**src/dapv_pkg.sv**
```systemverilog
package dapv_pkg;

	localparam int KIND_W     = 2;
	localparam int GAIN_W     = 16;
	localparam int LIM_W      = 15;
	localparam int CFG_IDX_W  = 3;
	localparam int CFG_DATA_W = 16;

	typedef enum logic [KIND_W-1:0] {
		KIND_TARGET   = 2'd0,
		KIND_FEEDBACK = 2'd1,
		KIND_TICK     = 2'd2
	} kind_t;

	typedef enum logic [CFG_IDX_W-1:0] {
		CFG_KP   = 3'd0,
		CFG_KI   = 3'd1,
		CFG_KD   = 3'd2,
		CFG_LLIM = 3'd3,
		CFG_ALIM = 3'd4
	} cfg_reg_t;

	localparam logic [GAIN_W-1:0] KP_RESET   = 16'd256;
	localparam logic [GAIN_W-1:0] KI_RESET   = 16'd0;
	localparam logic [GAIN_W-1:0] KD_RESET   = 16'd26;
	localparam logic [LIM_W-1:0]  LLIM_RESET = 15'd1229;
	localparam logic [LIM_W-1:0]  ALIM_RESET = 15'd3277;

	// pipeline: s1 error/integral, s2 products, s3 p+d sum, s4 saturated sum,
	// s5 rounded shift, s6 range check, s7 divide by five and clamp
	localparam int NUM_STAGES = 7;
	typedef logic [NUM_STAGES-1:0] stage_en_t;

	// full command sum is kept as a saturated 64-bit value
	localparam int S_W = 64;
	localparam logic signed [S_W-1:0] S_MAX = {1'b0, {(S_W-1){1'b1}}};
	localparam logic signed [S_W-1:0] S_MIN = {1'b1, {(S_W-1){1'b0}}};

	// cmd = floor((S + 2560) / 5120) = floor(floor((S + 2560) / 1024) / 5)
	localparam int ROUND_BIAS  = 2560;
	localparam int SCALE_SHIFT = 10;
	localparam int T_W         = S_W + 1 - SCALE_SHIFT;

	// n / 5 for n < 2^19 as (n * ceil(2^21 / 5)) >> 21
	localparam int TN_W        = 19;
	localparam int RECIP       = 419431;
	localparam int RECIP_SHIFT = 21;
	localparam int QUO_W       = 16;
	localparam int CMD_W       = 17;

endpackage

```
**src/dapv_ctrl.sv**
```systemverilog
module dapv_ctrl (
	input  logic                clk,
	input  logic                arst_n,
	input  logic                load,
	input  logic                out_ready,
	output logic                in_ready,
	output logic                out_valid,
	output dapv_pkg::stage_en_t en
);
	import dapv_pkg::*;

	logic [NUM_STAGES-1:0] valid_q;
	logic [NUM_STAGES:0]   rdy;

	// a stage moves when it is empty or the stage after it moves
	always_comb begin
		rdy[NUM_STAGES] = out_ready;
		for (int k = NUM_STAGES - 1; k >= 0; k--) begin
			rdy[k] = !valid_q[k] || rdy[k+1];
		end
	end

	always_ff @(posedge clk or negedge arst_n) begin
		if (!arst_n) begin
			valid_q <= '0;
		end else begin
			if (rdy[0]) begin
				valid_q[0] <= load;
			end
			for (int k = 1; k < NUM_STAGES; k++) begin
				if (rdy[k]) begin
					valid_q[k] <= valid_q[k-1];
				end
			end
		end
	end

	assign en        = rdy[NUM_STAGES-1:0];
	assign in_ready  = rdy[0];
	assign out_valid = valid_q[NUM_STAGES-1];

endmodule

```
**config.mk**
```make
export PLATFORM = sky130hd
export DESIGN_NAME = dapv_ctrl
export DESIGN_NICKNAME = d
export VERILOG_FILES = /design/src/dapv_pkg.sv /design/src/dapv_ctrl.sv
export SDC_FILE = /design/constraint.sdc
export NUM_CORES = 1
export LEC_CHECK = 0
export ABC_AREA = 1
export BUFFER_PORTS_ARGS = -buffer_cell sky130_fd_sc_hd__buf_2
export CORE_AREA = 2 2 39 41
export DETAILED_ROUTE_END_ITERATION = 12
export DIE_AREA = 0 0 41 43
export PLACE_DENSITY = 0.56
export SYNTH_ARGS = -nofsm -noshare
export SYNTH_HDL_FRONTEND = slang
export SYNTH_SLANG_ARGS = --single-unit
```
**constraint.sdc**
```tcl
create_clock -name clk -period 0.9 [get_ports clk]
set_input_delay 0.045 -clock clk [delete_from_list [all_inputs] [get_ports clk]]
set_output_delay 0.045 -clock clk [all_outputs]
set_load 0.02 [all_outputs]
```
==> flow_summary.toml, run 1 <==
[floorplan]
die-area_um2 = 1760
boundaryPins = 13
die_h_um = 43
initial_utilization_pct = 22.7
die_w_um = 41
std_cell_rows = 14
core_area_um2 = 1380

[finish]
syn_to_final_growth_pct = 78.5
drive_gt1_share_pct = 60.0
nets = 60
diodes = 0
finish.utilization_pct = 40.5
top_register = "valid_q"
top_regs = "valid_q: 7 flops"
largest_reg_flops = 7
final_cell_mix = "inv_1, buf_6, buf_4"

[power]
p_seq_share_pct = 36.8
vdd_ir_drop_max_mv = 0.813
internal-power_mw = 0.746
power.leakage_nw = 0.280
switching_power_mw = 0.382
comb_power_share_pct = 37.6
total_power_mw = 1.13
clkPwrFrac_pct = 25.6
p_sw_share_pct = 33.8
p_per_area_nw_per_um2 = 2010

[routing]
antenna_left = 0
drt_pre_antenna_iters = 2
highest_layer = "met3"
drtIter0Drc = 2
dr_wl_met2_um = 360
via_per_inst = 3.86
drt_wl_total_um = 712
routed-wl-met3_um = 72
drc = 0
wl_met1_um = 278
wire_per_inst_um = 10.0
vias = 274

[global_route]
grt_pass1_wl_mm = 1.14
grt_overflow = 0
antenna_found_initial = 0
grt_max_degree = 8
grt_pass1_vias = 300
grt_use_total_pct = 10.1

[timing]
holdWs_ps = 109
hold_viol_final = 0
maxSlewViolCount = 0
period_minus_slack_ps = 1260
setup_slack_ps = -362
grt_setup_unrepaired = "true"
setup_viol = 13
fin_skew_ps = 2.54
tns_ps = -3160
period_share_pct = 140
fmaxAchievable_mhz = 792
relSlewSlack_pct = 86.9
worst_pin_slew_ps = 197

[outcome]
violations = "setup timing"
status = "finished, violations left"

[yosys]
avgSynthCellArea_um2 = 10.1
syn-instance-count = 31
synth_warnings = 0
synth_fp_nets = 35
synth_area_um2 = 314
ys_types = 10
ys_ff_latch = 7
ys_seq_area_share_pct = 55.8

[worst_setup_path]
crit_slowest_cell = "dfrtp_2"
cpLargestDelayFamily = "simple AND/OR/NAND/NOR gates"
worstPathCellList = "nand4_4, nor2_4, nand4_4, buf_6"
worstSetupPathType = "reg2out"
required_ps = 850
rrSetupSlack_ps = -270
cpMostUsedCell = "nand4_4"
crit_path_start_kind = "flip-flop"
path_buf_inv = 1
crit_fanout = 5
cp.arrival_ps = 1220
critPathCaptureType = "primary output"
max_stage_delay_ps = 380

[clocking]
clkLatencyLatePin_ps = 250
cts_tree = "built"
cts_buffers = 3
cts.clk_slew.worst_paths_ps = 50
cts_max_path_buffers = 2
root_buffer = "clkbuf_4"
cts_sinks = 7
htreeDepth = 1

[placement]
gp_congestion = 0.696
place_hpwl_um = 420
portBuffers = 12

[worst_hold_path]
hold_class = "in2reg"

[flow_run]
drv_cap = 0
-- power by group through the flow --
stage          registers, mW  logic, mW  clock network (mW)
2_1_floorplan          0.418      0.203                   0
6_report               0.415      0.424               0.288
3_3_place_gp           0.420      0.277                   0
3_5_place_dp           0.423      0.278                   0
4_1_cts                0.414      0.404               0.301
5_1_grt                0.423      0.462               0.320
-- final cells by class --
| type | instances | area (um2) |
|---|---|---|
| fill | 133 | 823 |
| sequential | 7 | 176 |
| tap | 16 | 20.0 |
| timing repair buffer | 21 | 183 |
| multi-input combinational | 14 | 119 |
| inverter | 9 | 36.3 |
| clock buffer | 4 | 26.3 |
-- layer usage --
layer,vias to the layer above,global-route usage [%]
met5,-,0
met4,0,4.00
met3,0,6.81
met2,15,16.6
met1,123,9.24
li1,136,-
-- stage by stage --
stage	cells	setup slack (ps)	cell area (um2)
floorplan	31	-271	330
global placement	58	-138	399
detailed placement	58	-169	399
CTS	70	-349	542
global route	71	-442	561
finish	71	-362	561
-- cell families after synthesis --
kind of cell	Yosys count	share of synthesized area, %
buffers and inverters	10	13.1
DFF	7	55.8
and+or+nand+nor	14	31.1
-- timing repair --
action,4_1_cts,5_1_grt
buffers inserted,6,1
pin swaps,2,0
resized for setup,17,4
endpoints found under the hold margin,8,0
endpoints found under the setup margin,13,16
hold buffers,2,0
-- synthesized netlist by cell type, drive strengths merged --
library cell | n | share of area (%)
nor2 | 2 | 4.8
inv | 9 | 11
or2 | 2 | 4.0
buf | 1 | 2.4
nand2 | 7 | 8.4
nand4 | 2 | 11
dfrtp | 7 | 56
nand3 | 1 | 3.2
-- worst register-to-register path: cells and delay by family (launching register included) --
kind / cells / cell delay [ps]
and+or+nand+nor: 4 / 480
DFF: 1 / 380
buffers and inverters: 2 / 260
-- path summary, 6_finish.rpt --
path | from | endpoint | cells past startpoint
hold / removal | out_ready | valid_q[5] | 4
max in group asynchronous | arst_n | valid_q[6] | 2
hold reg to reg | valid_q[3] | valid_q[4] | 2
min in group asynchronous | arst_n | valid_q[0] | 2
setup reg to reg | valid_q[6] | valid_q[0] | 6
setup / recovery | valid_q[6] | en[0] | 4
(Power assumes the default switching activity.)
==> run 2: changes to the inputs <==
--- a/config.mk
+++ b/config.mk
@@ -11,6 +11,7 @@
 export DETAILED_ROUTE_END_ITERATION = 12
 export DIE_AREA = 0 0 41 43
 export PLACE_DENSITY = 0.56
+export REMOVE_ABC_BUFFERS = 1
 export SYNTH_ARGS = -nofsm -noshare
 export SYNTH_HDL_FRONTEND = slang
 export SYNTH_SLANG_ARGS = --single-unit
==> flow_summary.toml, run 2 (same netlist as run 1, synthesis figures left out) <==
[worst_setup_path]
rrSetupSlack_ps = -140
r2r_start = "valid_q[6]"
r2r-end = "valid_q[6]"
r2r_cells = 4
path_buf_inv = 1
critPathCaptureType = "primary output"
crit_fanout = 5
worstPathCellList = "nand4_4, nor2_4, nand4_2, buf_2"
crit_slowest_cell = "dfrtp_1"
cp.arrival_ps = 1210
worstSetupPathType = "reg2out"
crit_path_start_kind = "flip-flop"
cpLargestDelayFamily = "flip-flops"
required_ps = 850
max_stage_delay_ps = 400

[routing]
vias = 255
antenna_left = 0
drc = 0
via_per_inst = 3.81
drt_wl_total_um = 631
drt_pre_antenna_iters = 2
wire_per_inst_um = 9.42
drtIter0Drc = 1

[finish]
num-fill-cells = 154
layout_commonest_cell = "inv_1"
syn_to_final_growth_pct = 55.0
seq_area_um2 = 175
drive_gt1_share_pct = 51.0
largest_reg_flops = 7
final_cell_mix = "inv_1, nand2_1, buf_2, dfrtp_1, buf_4"
nets = 56
top_register = "valid_q"
multiInputGateArea_um2 = 105
diodes = 0
top_regs = "valid_q: 7 flops"

[timing]
maxSlewViolCount = 0
fin_skew_ps = 0.638
fmaxAchievable_mhz = 794
grt_setup_unrepaired = "true"
tns_ps = -2800
period_share_pct = 140
hold_viol_final = 0
period_minus_slack_ps = 1260
setup_viol = 13
relSlewSlack_pct = 88.9
worst_pin_slew_ps = 166
setup_slack_ps = -360

[global_route]
grt_overflow = 0
grt_use_total_pct = 7.60
grt_max_degree = 8
grt_pass1_wl_um = 883
antenna_found_initial = 0
grt_pass1_vias = 235

[clocking]
clkLatencyLatePin_ps = 250
cts_tree = "built"
cts_buffers = 3
cts.clk_slew.worst_paths_ps = 50
htreeDepth = 1
cts_max_path_buffers = 2
root_buffer = "clkbuf_4"
cts_sinks = 7

[power]
switching_power_mw = 0.348
internal-power_mw = 0.695
vdd_ir_drop_max_mv = 0.898
p_per_area_nw_per_um2 = 2140
power.leakage_nw = 0.252
total_power_mw = 1.04
clkPwrFrac_pct = 27.1
comb_power_share_pct = 33.9
p_seq_share_pct = 39.0
p_sw_share_pct = 33.4

[placement]
place_hpwl_um = 442
portBuffers = 12
gp_congestion = 0.686

[floorplan]
boundaryPins = 13
die_w_um = 41
die_h_um = 43
die-area_um2 = 1760
initial_utilization_pct = 22.7
core_area_um2 = 1380
std_cell_rows = 14

[worst_hold_path]
hold_class = "in2reg"
hp-start = "out_ready"
min_path_cells = 4
hold_path_end = "valid_q[5]"

[outcome]
violations = "setup timing"
status = "finished, violations left"

[flow_run]
drv_cap = 0
-- run 2: cell types whose count changed in the layout (fill, tap and decap cells not counted) --
cell     delta
nand4_4     -1
buf_4       -2
buf_6       -5
nand2_1     +2
inv_4       -1
nand4_2     +1
dfrtp_1     +1
nand2_2     -2
inv_2       +1
dfrtp_2     -1
buf_2       +3
-- run 2: how the worst max path moves through the flow --
stage,slack [ps],start,cells past startpoint,end
after floorplan,-450,valid_q[6],4,valid_q[0]
after global placement,-100,valid_q[5],4,en[0]
after detailed placement,-120,valid_q[5],4,en[0]
after CTS,-380,valid_q[5],4,en[0]
after global routing,-440,valid_q[5],4,en[0]
final,-360,valid_q[5],4,en[0]
-- run 2: layer usage --
metal	part of all wire (%)	routed length (um)	GRT usage, %	vias to the layer above
li1	-	-	-	131
met1	44	279	9.27	113
met2	48	303	10.9	11
met3	7.6	48	3.14	0
met4	0	0	4.00	0
met5	0	0	0	-
-- run 2: what timing repair did --
action / in CTS / in global routing
pin swaps: 1 / 0
resized for setup: 6 / 5
hold buffers: 2 / 0
setup buffers: 2 / 1
endpoints found under the setup margin: 13 / 15
hold endpoints to repair: 8 / 0
-- run 2: power groups by stage --
stage | Clock [mW] | Combinational (mW) | Sequential (mW)
finish | 0.282 | 0.353 | 0.407
global route | 0.317 | 0.389 | 0.413
CTS | 0.288 | 0.329 | 0.407
detailed placement | 0 | 0.271 | 0.413
global placement | 0 | 0.267 | 0.411
floorplan | 0 | 0.186 | 0.410
-- run 2: cell type report --
class	instances	area share [%]
inverter	9	6.94
sequential	7	36.0
clock buffer	4	5.40
tap	16	4.11
timing repair buffer	17	26.0
multi-input combinational	14	21.6
-- run 2: through the flow --
step	hold WS, ps	cells	setup WS, ps	utilization (%)	cell area (um2)
after floorplan	-251	30	-451	-	307
after global placement	-112	58	-96.6	27.9	387
after detailed placement	-113	58	-117	27.9	387
after CTS	90.0	66	-376	33.6	465
after global routing	121	67	-438	35.2	487
final	107	67	-360	35.2	487
-- run 2: worst register-to-register path, cell delays in order, from the launching register on --
cell and delay, ps:
dfrtp_1 400, buf_4 150, inv_2 60, nor2_4 40, or2_2 270
