$ cat config.mk
export PLATFORM = sky130hd
export DESIGN_NAME = dapv_front
export DESIGN_NICKNAME = d
export VERILOG_FILES = /design/src/dapv_pkg.sv /design/src/dapv_front.sv
export SDC_FILE = /design/constraint.sdc
export NUM_CORES = 1
export LEC_CHECK = 0
export BUFFER_PORTS_ARGS = -buffer_cell sky130_fd_sc_hd__clkbuf_2
export CELL_PAD_IN_SITES_DETAIL_PLACEMENT = 0
export CELL_PAD_IN_SITES_GLOBAL_PLACEMENT = 1
export CORE_UTILIZATION = 51
export CTS_CLUSTER_SIZE = 24
export DETAILED_ROUTE_END_ITERATION = 8
export PLACE_DENSITY = 0.94
export REMOVE_ABC_BUFFERS = 1
export SYNTH_ARGS = -nofsm -noshare
export SYNTH_HDL_FRONTEND = slang
export SYNTH_SLANG_ARGS = --single-unit
$ cat constraint.sdc
create_clock -name clk -period 17.5 [get_ports clk]
set_clock_uncertainty 0.05 [all_clocks]
set_input_delay 1.75 -clock clk [delete_from_list [all_inputs] [get_ports clk]]
set_output_delay 1.75 -clock clk [all_outputs]
set_load 0.01 [all_outputs]
$ cat src/dapv_pkg.sv
package dapv_pkg;

	localparam int KIND_W     = 2;
	localparam int GAIN_W     = 16;
	localparam int LIM_W      = 15;
	localparam int CFG_IDX_W  = 3;
	localparam int CFG_DATA_W = 16;

	typedef enum logic [KIND_W-1:0] {
		KIND_TARGET   = 2'd0,
		KIND_FEEDBACK = 2'd1,
		KIND_TICK     = 2'd2
	} kind_t;

	typedef enum logic [CFG_IDX_W-1:0] {
		CFG_KP   = 3'd0,
		CFG_KI   = 3'd1,
		CFG_KD   = 3'd2,
		CFG_LLIM = 3'd3,
		CFG_ALIM = 3'd4
	} cfg_reg_t;

	localparam logic [GAIN_W-1:0] KP_RESET   = 16'd256;
	localparam logic [GAIN_W-1:0] KI_RESET   = 16'd0;
	localparam logic [GAIN_W-1:0] KD_RESET   = 16'd26;
	localparam logic [LIM_W-1:0]  LLIM_RESET = 15'd1229;
	localparam logic [LIM_W-1:0]  ALIM_RESET = 15'd3277;

	// pipeline: s1 error/integral, s2 products, s3 p+d sum, s4 saturated sum,
	// s5 rounded shift, s6 range check, s7 divide by five and clamp
	localparam int NUM_STAGES = 7;
	typedef logic [NUM_STAGES-1:0] stage_en_t;

	// full command sum is kept as a saturated 64-bit value
	localparam int S_W = 64;
	localparam logic signed [S_W-1:0] S_MAX = {1'b0, {(S_W-1){1'b1}}};
	localparam logic signed [S_W-1:0] S_MIN = {1'b1, {(S_W-1){1'b0}}};

	// cmd = floor((S + 2560) / 5120) = floor(floor((S + 2560) / 1024) / 5)
	localparam int ROUND_BIAS  = 2560;
	localparam int SCALE_SHIFT = 10;
	localparam int T_W         = S_W + 1 - SCALE_SHIFT;

	// n / 5 for n < 2^19 as (n * ceil(2^21 / 5)) >> 21
	localparam int TN_W        = 19;
	localparam int RECIP       = 419431;
	localparam int RECIP_SHIFT = 21;
	localparam int QUO_W       = 16;
	localparam int CMD_W       = 17;

endpackage

$ cat src/dapv_front.sv
module dapv_front #(
	parameter int VALUE_WIDTH = 16,
	parameter int ACCUM_WIDTH = 32
) (
	input  logic                                clk,
	input  logic                                arst_n,
	input  logic                                in_valid,
	input  logic                                in_ready,
	input  logic [dapv_pkg::KIND_W-1:0]         kind,
	input  logic signed [VALUE_WIDTH-1:0]       lin_value,
	input  logic signed [VALUE_WIDTH-1:0]       ang_value,
	output logic                                go,
	output logic signed [VALUE_WIDTH:0]         lin_err_s1,
	output logic signed [VALUE_WIDTH+1:0]       lin_derr_s1,
	output logic signed [ACCUM_WIDTH-1:0]       lin_acc_s1,
	output logic signed [VALUE_WIDTH:0]         ang_err_s1,
	output logic signed [VALUE_WIDTH+1:0]       ang_derr_s1,
	output logic signed [ACCUM_WIDTH-1:0]       ang_acc_s1
);
	import dapv_pkg::*;

	localparam int SUMA_W = ((ACCUM_WIDTH > VALUE_WIDTH + 1) ? ACCUM_WIDTH : VALUE_WIDTH + 1) + 1;
	localparam logic signed [SUMA_W-1:0] AMAX =
		{{(SUMA_W-ACCUM_WIDTH+1){1'b0}}, {(ACCUM_WIDTH-1){1'b1}}};
	localparam logic signed [SUMA_W-1:0] AMIN = ~AMAX;

	logic signed [VALUE_WIDTH-1:0] tgt_lin_q, tgt_ang_q, meas_lin_q, meas_ang_q;
	logic                          tgt_present_q, meas_present_q;
	logic signed [ACCUM_WIDTH-1:0] lin_acc_q, ang_acc_q;
	logic signed [VALUE_WIDTH:0]   lin_last_q, ang_last_q;

	logic                          accept;
	logic signed [VALUE_WIDTH:0]   lin_err, ang_err;
	logic signed [ACCUM_WIDTH-1:0] lin_acc_nxt, ang_acc_nxt;

	function automatic logic signed [ACCUM_WIDTH-1:0] acc_sat(
		input logic signed [ACCUM_WIDTH-1:0] acc,
		input logic signed [VALUE_WIDTH:0]   err
	);
		logic signed [SUMA_W-1:0] sum;
		sum = SUMA_W'(acc) + SUMA_W'(err);
		if (sum > AMAX) begin
			sum = AMAX;
		end else if (sum < AMIN) begin
			sum = AMIN;
		end
		return ACCUM_WIDTH'(sum);
	endfunction

	assign accept = in_valid && in_ready;
	assign go     = accept && (kind == KIND_TICK) && tgt_present_q && meas_present_q;

	always_comb begin
		lin_err     = (VALUE_WIDTH+1)'(tgt_lin_q) - (VALUE_WIDTH+1)'(meas_lin_q);
		ang_err     = (VALUE_WIDTH+1)'(tgt_ang_q) - (VALUE_WIDTH+1)'(meas_ang_q);
		lin_acc_nxt = acc_sat(lin_acc_q, lin_err);
		ang_acc_nxt = acc_sat(ang_acc_q, ang_err);
	end

	always_ff @(posedge clk or negedge arst_n) begin
		if (!arst_n) begin
			tgt_lin_q      <= '0;
			tgt_ang_q      <= '0;
			meas_lin_q     <= '0;
			meas_ang_q     <= '0;
			tgt_present_q  <= 1'b0;
			meas_present_q <= 1'b0;
			lin_acc_q      <= '0;
			ang_acc_q      <= '0;
			lin_last_q     <= '0;
			ang_last_q     <= '0;
		end else if (accept) begin
			case (kind)
				KIND_TARGET: begin
					tgt_lin_q     <= lin_value;
					tgt_ang_q     <= ang_value;
					tgt_present_q <= 1'b1;
				end
				KIND_FEEDBACK: begin
					meas_lin_q     <= lin_value;
					meas_ang_q     <= ang_value;
					meas_present_q <= 1'b1;
				end
				KIND_TICK: begin
					if (tgt_present_q && meas_present_q) begin
						lin_acc_q  <= lin_acc_nxt;
						ang_acc_q  <= ang_acc_nxt;
						lin_last_q <= lin_err;
						ang_last_q <= ang_err;
					end
				end
				default: begin
				end
			endcase
		end
	end

	always_ff @(posedge clk) begin
		if (go) begin
			lin_err_s1  <= lin_err;
			lin_derr_s1 <= (VALUE_WIDTH+2)'(lin_err) - (VALUE_WIDTH+2)'(lin_last_q);
			lin_acc_s1  <= lin_acc_nxt;
			ang_err_s1  <= ang_err;
			ang_derr_s1 <= (VALUE_WIDTH+2)'(ang_err) - (VALUE_WIDTH+2)'(ang_last_q);
			ang_acc_s1  <= ang_acc_nxt;
		end
	end

endmodule

==> results of run 1 <==
## through the flow
step           cell area, um^2  hold slack, ps  worst slack, ps
2_1_floorplan            16810           385.1             8911
3_3_place_gp             18390           400.5            11320
3_5_place_dp             18390           407.2            11200
4_1_cts                  19530           421.8            11190
5_1_grt                  19530           450.3            10670
6_report                 19530           415.1            11160
## worst reg2reg max path: cells and delay by family (launching register included)
family	cells	cell delay, ps
compound gates	11	2610
simple gates	5	1220
fa+ha+maj	3	960
buf+inv	3	520
xor+xnor	1	360
flops	1	350
## per-layer routing
layer,vias up,global-route usage (%)
li1,6335,-
met1,6205,29.57
met2,372,40.09
met3,72,3.359
met4,0,8.066
met5,-,0
## sequential cells by signal (all words and copies together) (netlist names)
name,cells
ang_acc_q,32
ang_acc_s1,32
ang_derr_s1,18
ang_err_s1,17
ang_last_q,17
lin_acc_q,32
lin_acc_s1,32
lin_derr_s1,18
lin_err_s1,17
lin_last_q,17
meas_ang_q,16
meas_lin_q,16
meas_present_q,1
tgt_ang_q,16
tgt_lin_q,16
tgt_present_q,1
## how the worst max path moves through the flow
stage / cells after the start / end / start
2_1_floorplan: 5 / ang_acc_q[31] / in_valid
6_report: 23 / ang_acc_s1[3] / tgt_ang_q[0]
3_5_place_dp: 23 / ang_acc_s1[11] / tgt_ang_q[0]
4_1_cts: 23 / ang_acc_s1[8] / tgt_ang_q[0]
3_3_place_gp: 23 / ang_acc_s1[16] / tgt_ang_q[0]
5_1_grt: 23 / ang_acc_s1[8] / tgt_ang_q[0]
## kinds of logic after synthesis
| family | after synthesis | synth area share (%) |
|---|---|---|
| xor gates and xnor gates | 93 | 4.785 |
| and+or+nand+nor | 492 | 13.58 |
| muxes | 71 | 4.682 |
| AOI/OAI and AO/OA | 406 | 15.10 |
| DFF | 298 | 47.75 |
| buffers and inverters | 169 | 3.844 |
| adders and majority gates | 136 | 10.26 |
## cell type report
| cell class | instances | area [um^2] | area share, % |
|---|---|---|---|
| clock buffer | 43 | 925.9 | 4.740 |
| clock inverter | 18 | 221.5 | 1.134 |
| multi-input combinational | 1198 | 8268 | 42.33 |
| timing repair buffer | 188 | 987.2 | 5.054 |
| inverter | 118 | 450.4 | 2.306 |
| tap | 442 | 553.0 | 2.831 |
| sequential | 298 | 8128 | 41.61 |
## placed cells by master, fill, tap and decap left out, drive strengths merged, types with 15 or more instances in the layout
cell type / netlist / layout
nor2b: 15 / 15
nand2b: 18 / 18
mux2: 69 / 69
xor2: 30 / 30
a21oi: 134 / 134
and3: 19 / 19
inv: 117 / 119
clkbuf: 36 / 214
a31oi: 27 / 27
edfxtp: 134 / 134
or3: 17 / 17
ha: 130 / 130
nand2: 166 / 166
a21o: 26 / 26
dfrtp: 164 / 164
o21ai: 93 / 93
nor3: 24 / 24
o21bai: 17 / 17
buf: 15 / 17
nand3: 56 / 56
xnor2: 63 / 63
nor2: 133 / 133
==> flow_metrics.env, run 1 <==
export IMPL_layout_drive_gt1_share_pct=18.79
export IMPL_min_path_cells=1
export IMPL_synth_top_cell_area_share_pct=24.11
export IMPL_syn_inst=1665
export IMPL_hold_path_end="tgt_present_q"
export IMPL_wl_met2_mm=19.08
export IMPL_cts_sinks=298
export IMPL_crit_arrival_ps=6540
export IMPL_drtPass1Iterations=5
export IMPL_fin_nets=2012
export IMPL_r2r_slack_ps=11160
export IMPL_wl_met1_mm=16.82
export IMPL_ant_nets=0
export IMPL_final_core_util_pct=59.73
export IMPL_synth_most_common_cell="nand2_1"
export IMPL_grt_pass1_wl_mm=63.12
export IMPL_vias=12980
export IMPL_reg2regPathDepth=23
export IMPL_critPathMaxStageDelay_ps=750
export IMPL_cts_tree="done"
export IMPL_critPathSlowestCell="nor3_4"
export IMPL_path_max_fanout=22
export IMPL_grt_max_degree=121
export IMPL_synth_area_top_cells="dfrtp_1, edfxtp_1, ha_1"
export IMPL_insertion_delay_ps=520
export IMPL_globalRouteOverflowTotal=0
export IMPL_finalMaxSlewViolations=0
export IMPL_n_antenna_cell=0
export IMPL_min_from="tgt_present_q"
export IMPL_fin_crit_sh_pct=36.24
export IMPL_synth_edf_count=134
export IMPL_cts_root_buf="clkbuf_16"
export IMPL_fin_setup_tns_ps=0
export IMPL_yosysWarnings=0
export IMPL_fin_cells=2305
export IMPL_antenna_found_initial=0
export IMPL_hpwlAfterDp_mm=27.73
export IMPL_start_util_pct=52.05
export IMPL_r2r_end="ang_acc_s1[3]"
export IMPL_die_w_um=184.7
export IMPL_crit_type="reg -> reg"
export IMPL_placed_cells=2244
export IMPL_min_period_ps=6341
export IMPL_syn_area_um2=17020
export IMPL_grt_pass1_vias=12770
export IMPL_core_um2=32700
export IMPL_end_kind="flip-flop"
export IMPL_synth_top_cell_by_area="dfrtp_1"
export IMPL_r2r_start="tgt_ang_q[0]"
export IMPL_wl_met3_mm=2.070
export IMPL_n_fill_cell=2838
export IMPL_drt_iter0_drc=751
export IMPL_ys_ff_latch=298
export IMPL_path_buf_inv=3
export IMPL_gp_congestion=0.8838
export IMPL_holdBufCountCts=0
export IMPL_achievable_frequency_mhz=157.7
export IMPL_via_per_inst=5.633
export IMPL_synth_cell_types=73
export IMPL_numPortBuffers=172
export IMPL_postCtsSetupBuffers=0
export IMPL_worst_hold_path_type="reg -> reg"
export IMPL_cts_resized=0
export IMPL_hold_violations=0
export IMPL_crit_family="compound AO/OA/AOI/OAI gates"
export IMPL_topRoutingLayerUsed="met4"
export IMPL_tightestPinTransition_ps=1228
export IMPL_wl_per_cell_um=16.96
export IMPL_pin_count=173
export IMPL_cts_buffers=34
export IMPL_ys_top_cells_by_count="nand2_1, dfrtp_1, edfxtp_1, nor2_1, ha_1"
export IMPL_path_clk_slew_ps=60
export IMPL_max_clock_path_buffers=3
export IMPL_rows=66
export IMPL_status="completed"
export IMPL_die_h_um=184.7
export IMPL_synthArstFlopShare_pct=55.03
export IMPL_totalWireLength_mm=39.09
export IMPL_setup_viol=0
export IMPL_syn_area_per_cell_um2=10.22
export IMPL_drc=0
export IMPL_path_cells="inv_1 > ha_1 > inv_1 > fa_1 > a21o_1 > a21oi_1 > o21ai_0 > nor2b_1 > a41oi_1 > a211o_1 > nand2_1 > xnor2_1 > ha_1 > a21o_1 > a311oi_1 > nor2_1 > o31a_1 > o21ai_2 > a21oi_2 > o31a_1 > nor3_4 > buf_4 > nand2_1"
export IMPL_cp_start_kind="flip-flop"
export IMPL_die_area_um2=34110
export IMPL_cts_htree_levels=2
export IMPL_cp_required_ps=17700
export IMPL_ys_seq_area_share_pct=47.75
export IMPL_rsz0062_at_grt="no"
export IMPL_drv_cap=0
export IMPL_synth_ff_type="dfrtp_1"
export IMPL_maxSlewHeadroom_pct=18.15
export IMPL_gr_usage_all_layers_pct=23.18
export IMPL_area_delta_synth_final_pct=14.76
Power of run 1 is not shown: default switching activity piles up to over one toggle a cycle in this logic, so the estimate is an artifact.
==> run 2, diff against run 1 <==
--- a/config.mk
+++ b/config.mk
@@ -5,13 +5,14 @@
 export SDC_FILE = /design/constraint.sdc
 export NUM_CORES = 1
 export LEC_CHECK = 0
+export ABC_AREA = 1
 export BUFFER_PORTS_ARGS = -buffer_cell sky130_fd_sc_hd__clkbuf_2
 export CELL_PAD_IN_SITES_DETAIL_PLACEMENT = 0
 export CELL_PAD_IN_SITES_GLOBAL_PLACEMENT = 1
-export CORE_UTILIZATION = 51
+export CORE_UTILIZATION = 45
 export CTS_CLUSTER_SIZE = 24
 export DETAILED_ROUTE_END_ITERATION = 8
-export PLACE_DENSITY = 0.94
+export PLACE_DENSITY = 0.89
 export REMOVE_ABC_BUFFERS = 1
 export SYNTH_ARGS = -nofsm -noshare
 export SYNTH_HDL_FRONTEND = slang
==> constraint.sdc (replaced) <==
create_clock -name clk -period 6.3 [get_ports clk]
set_clock_uncertainty 0.05 [all_clocks]
set_input_delay 0.63 -clock clk [delete_from_list [all_inputs] [get_ports clk]]
set_output_delay 0.63 -clock clk [all_outputs]
set_load 0.01 [all_outputs]
==> flow_metrics.env, run 2 <==
export IMPL_stdcell_area_um2=21000
export IMPL_grt_max_degree=86
export IMPL_min_period_ps=5379
export IMPL_place_area_um2=19830
export IMPL_syn_inst=2400
export IMPL_cp_start_kind="flip-flop"
export IMPL_cts_sinks=298
export IMPL_grt_pass1_wl_mm=76.91
export IMPL_ys_top_cells_by_count="nand2_1, inv_1, dfrtp_1, o21ai_0, edfxtp_1"
export IMPL_synth_top_cell_area_share_pct=22.30
export IMPL_totalWireLength_mm=47.45
export IMPL_core_um2=40010
export IMPL_drc=0
export IMPL_layout_commonest_cell="nand2_1"
export IMPL_insertion_delay_ps=570
export IMPL_crit_arrival_ps=5620
export IMPL_ant_nets=0
export IMPL_max_clock_path_buffers=3
export IMPL_tightestPinTransition_ps=1072
export IMPL_vias=15570
export IMPL_achievable_frequency_mhz=185.9
export IMPL_antenna_found_initial=0
export IMPL_cts_buffers=35
export IMPL_rows=73
export IMPL_setup_viol=0
export IMPL_synth_most_common_cell="nand2_1"
export IMPL_yosysWarnings=0
export IMPL_postCtsSetupBuffers=0
export IMPL_ys_ff_latch=298
export IMPL_wl_per_cell_um=15.15
export IMPL_holdBufCountCts=0
export IMPL_finalMaxSlewViolations=0
export IMPL_synth_area_top_cells="dfrtp_1, edfxtp_1, nand2_1"
export IMPL_synthAdderAreaFrac_pct=9.490
export IMPL_area_delta_synth_final_pct=14.09
export IMPL_synth_edf_count=134
export IMPL_fin_crit_sh_pct=85.38
export IMPL_n_antenna_cell=0
export IMPL_synth_ff_type="dfrtp_1"
export IMPL_cts_resized=0
export IMPL_pin_count=173
export IMPL_die_area_um2=41710
export IMPL_drv_cap=0
export IMPL_cp_required_ps=6550
export IMPL_cts_root_buf="clkbuf_16"
export IMPL_syn_area_per_cell_um2=7.669
export IMPL_synthMuxAreaShare_pct=0
export IMPL_drtPass1Iterations=5
export IMPL_synth_compound_area_share_pct=8.681
export IMPL_numPortBuffers=172
export IMPL_r2r_start="tgt_lin_q[0]"
export IMPL_via_per_inst=4.972
export IMPL_die_h_um=204.2
export IMPL_final_cell_mix="nand2_1, inv_1, clkbuf_2, dfrtp_1, o21ai_0"
export IMPL_rsz0062_at_grt="no"
export IMPL_path_clk_slew_ps=60
export IMPL_layout_drive_gt1_share_pct=9.743
export IMPL_cp_startpoint="tgt_lin_q[0]"
export IMPL_synth_cell_types=34
export IMPL_synth_top_family_by_area="simple AND/OR/NAND/NOR gates"
export IMPL_maxSlewHeadroom_pct=28.25
export IMPL_hpwlAfterDp_mm=35.79
export IMPL_end_kind="flip-flop"
export IMPL_reg2regPathDepth=22
export IMPL_cts_tree="done"
export IMPL_start_util_pct=46.01
export IMPL_synth_top_cell_by_area="dfrtp_1"
export IMPL_synth_xor_area_share_pct=3.807
export IMPL_hold_violations=0
export IMPL_cts_htree_levels=2
export IMPL_r2r_slack_ps=920
export IMPL_grt_pass1_vias=14990
export IMPL_r2r_end="lin_acc_s1[19]"
export IMPL_die_w_um=204.2
export IMPL_gp_congestion=0.9251
export IMPL_crit_type="reg -> reg"
export IMPL_fin_nets=2754
export IMPL_synthArstFlopShare_pct=55.03
export IMPL_gr_usage_all_layers_pct=23.28
export IMPL_drt_iter0_drc=866
export IMPL_syn_area_um2=18410
export IMPL_worst_hold_path_type="in -> async"
export IMPL_status="completed"
export IMPL_globalRouteOverflowTotal=0
export IMPL_path_max_fanout=18
export IMPL_synth_simple_area_share_pct=25.45
export IMPL_ys_seq_area_share_pct=44.16
run 2: cell type report:
type / count / area (um^2)
inverter: 349 / 1310
tap: 525 / 656.9
multi-input combinational: 1707 / 8740
fill: 3859 / 19010
clock buffer: 42 / 922.1
sequential: 298 / 8128
clock inverter: 22 / 247.7
timing repair buffer: 189 / 994.7
run 2: logic make-up after synthesis:
family	count (synthesis)
AND/OR/NAND/NOR	1192
buffers and inverters	395
AO/OA/AOI/OAI	299
adder cells (fa/ha/maj)	136
XOR/XNOR	80
flip-flops	298
run 2: worst max path at each step:
stage | endpoint | slack (ps)
after floorplan | ang_last_q[0] | -6800
after global placement | lin_acc_s1[20] | 1020
after detailed placement | lin_acc_s1[23] | 910
after CTS | lin_acc_s1[23] | 860
after global routing | ang_acc_q[16] | 360
final | lin_acc_s1[19] | 920
run 2: worst max-delay path, cell delays in order (launching register included):
cell and delay (ps):
dfrtp_1 340, inv_1 50, ha_1 230, fa_1 400, o21ai_0 390, nand2_1 100
nand2_1 140, nand3_1 100, nand4_1 100, xor2_1 270, inv_1 440, ha_1 530
a21oi_1 250, nand2_1 110, nand2_1 70, nand2_1 70, a21oi_1 280, nand2_1 120
nand2_1 70, nand2_1 60, nand2_1 480, buf_4 340, nand2_1 100
run 2: metrics by stage:
| stage | std cells | worst slack, ps | setup TNS [ps] | hold slack [ps] | utilization, % |
|---|---|---|---|---|---|
| 6_report | 3132 | 920.9 | 0 | 11.02 | 52.49 |
| 5_1_grt | 3132 | 361.0 | 0 | 45.30 | 52.49 |
| 4_1_cts | 3132 | 862.5 | 0 | 26.86 | 52.49 |
| 3_5_place_dp | 3068 | 907.1 | 0 | 421.5 | 49.57 |
| 3_3_place_gp | 3068 | 1023 | 0 | 413.9 | 49.57 |
| 2_1_floorplan | 2354 | -6805 | -1015160 | 284.4 | - |
run 2: metal layers:
layer  vias to the layer above  share of wire (%)  GRT usage (%)
met4                         0                2.6          6.956
li1                       7965                  -              -
met3                        80                5.0          3.667
met2                       367                 45          37.78
met5                         -                  0              0
met1                      7159                 48          31.92
Power of run 2 is left out for the same reason.
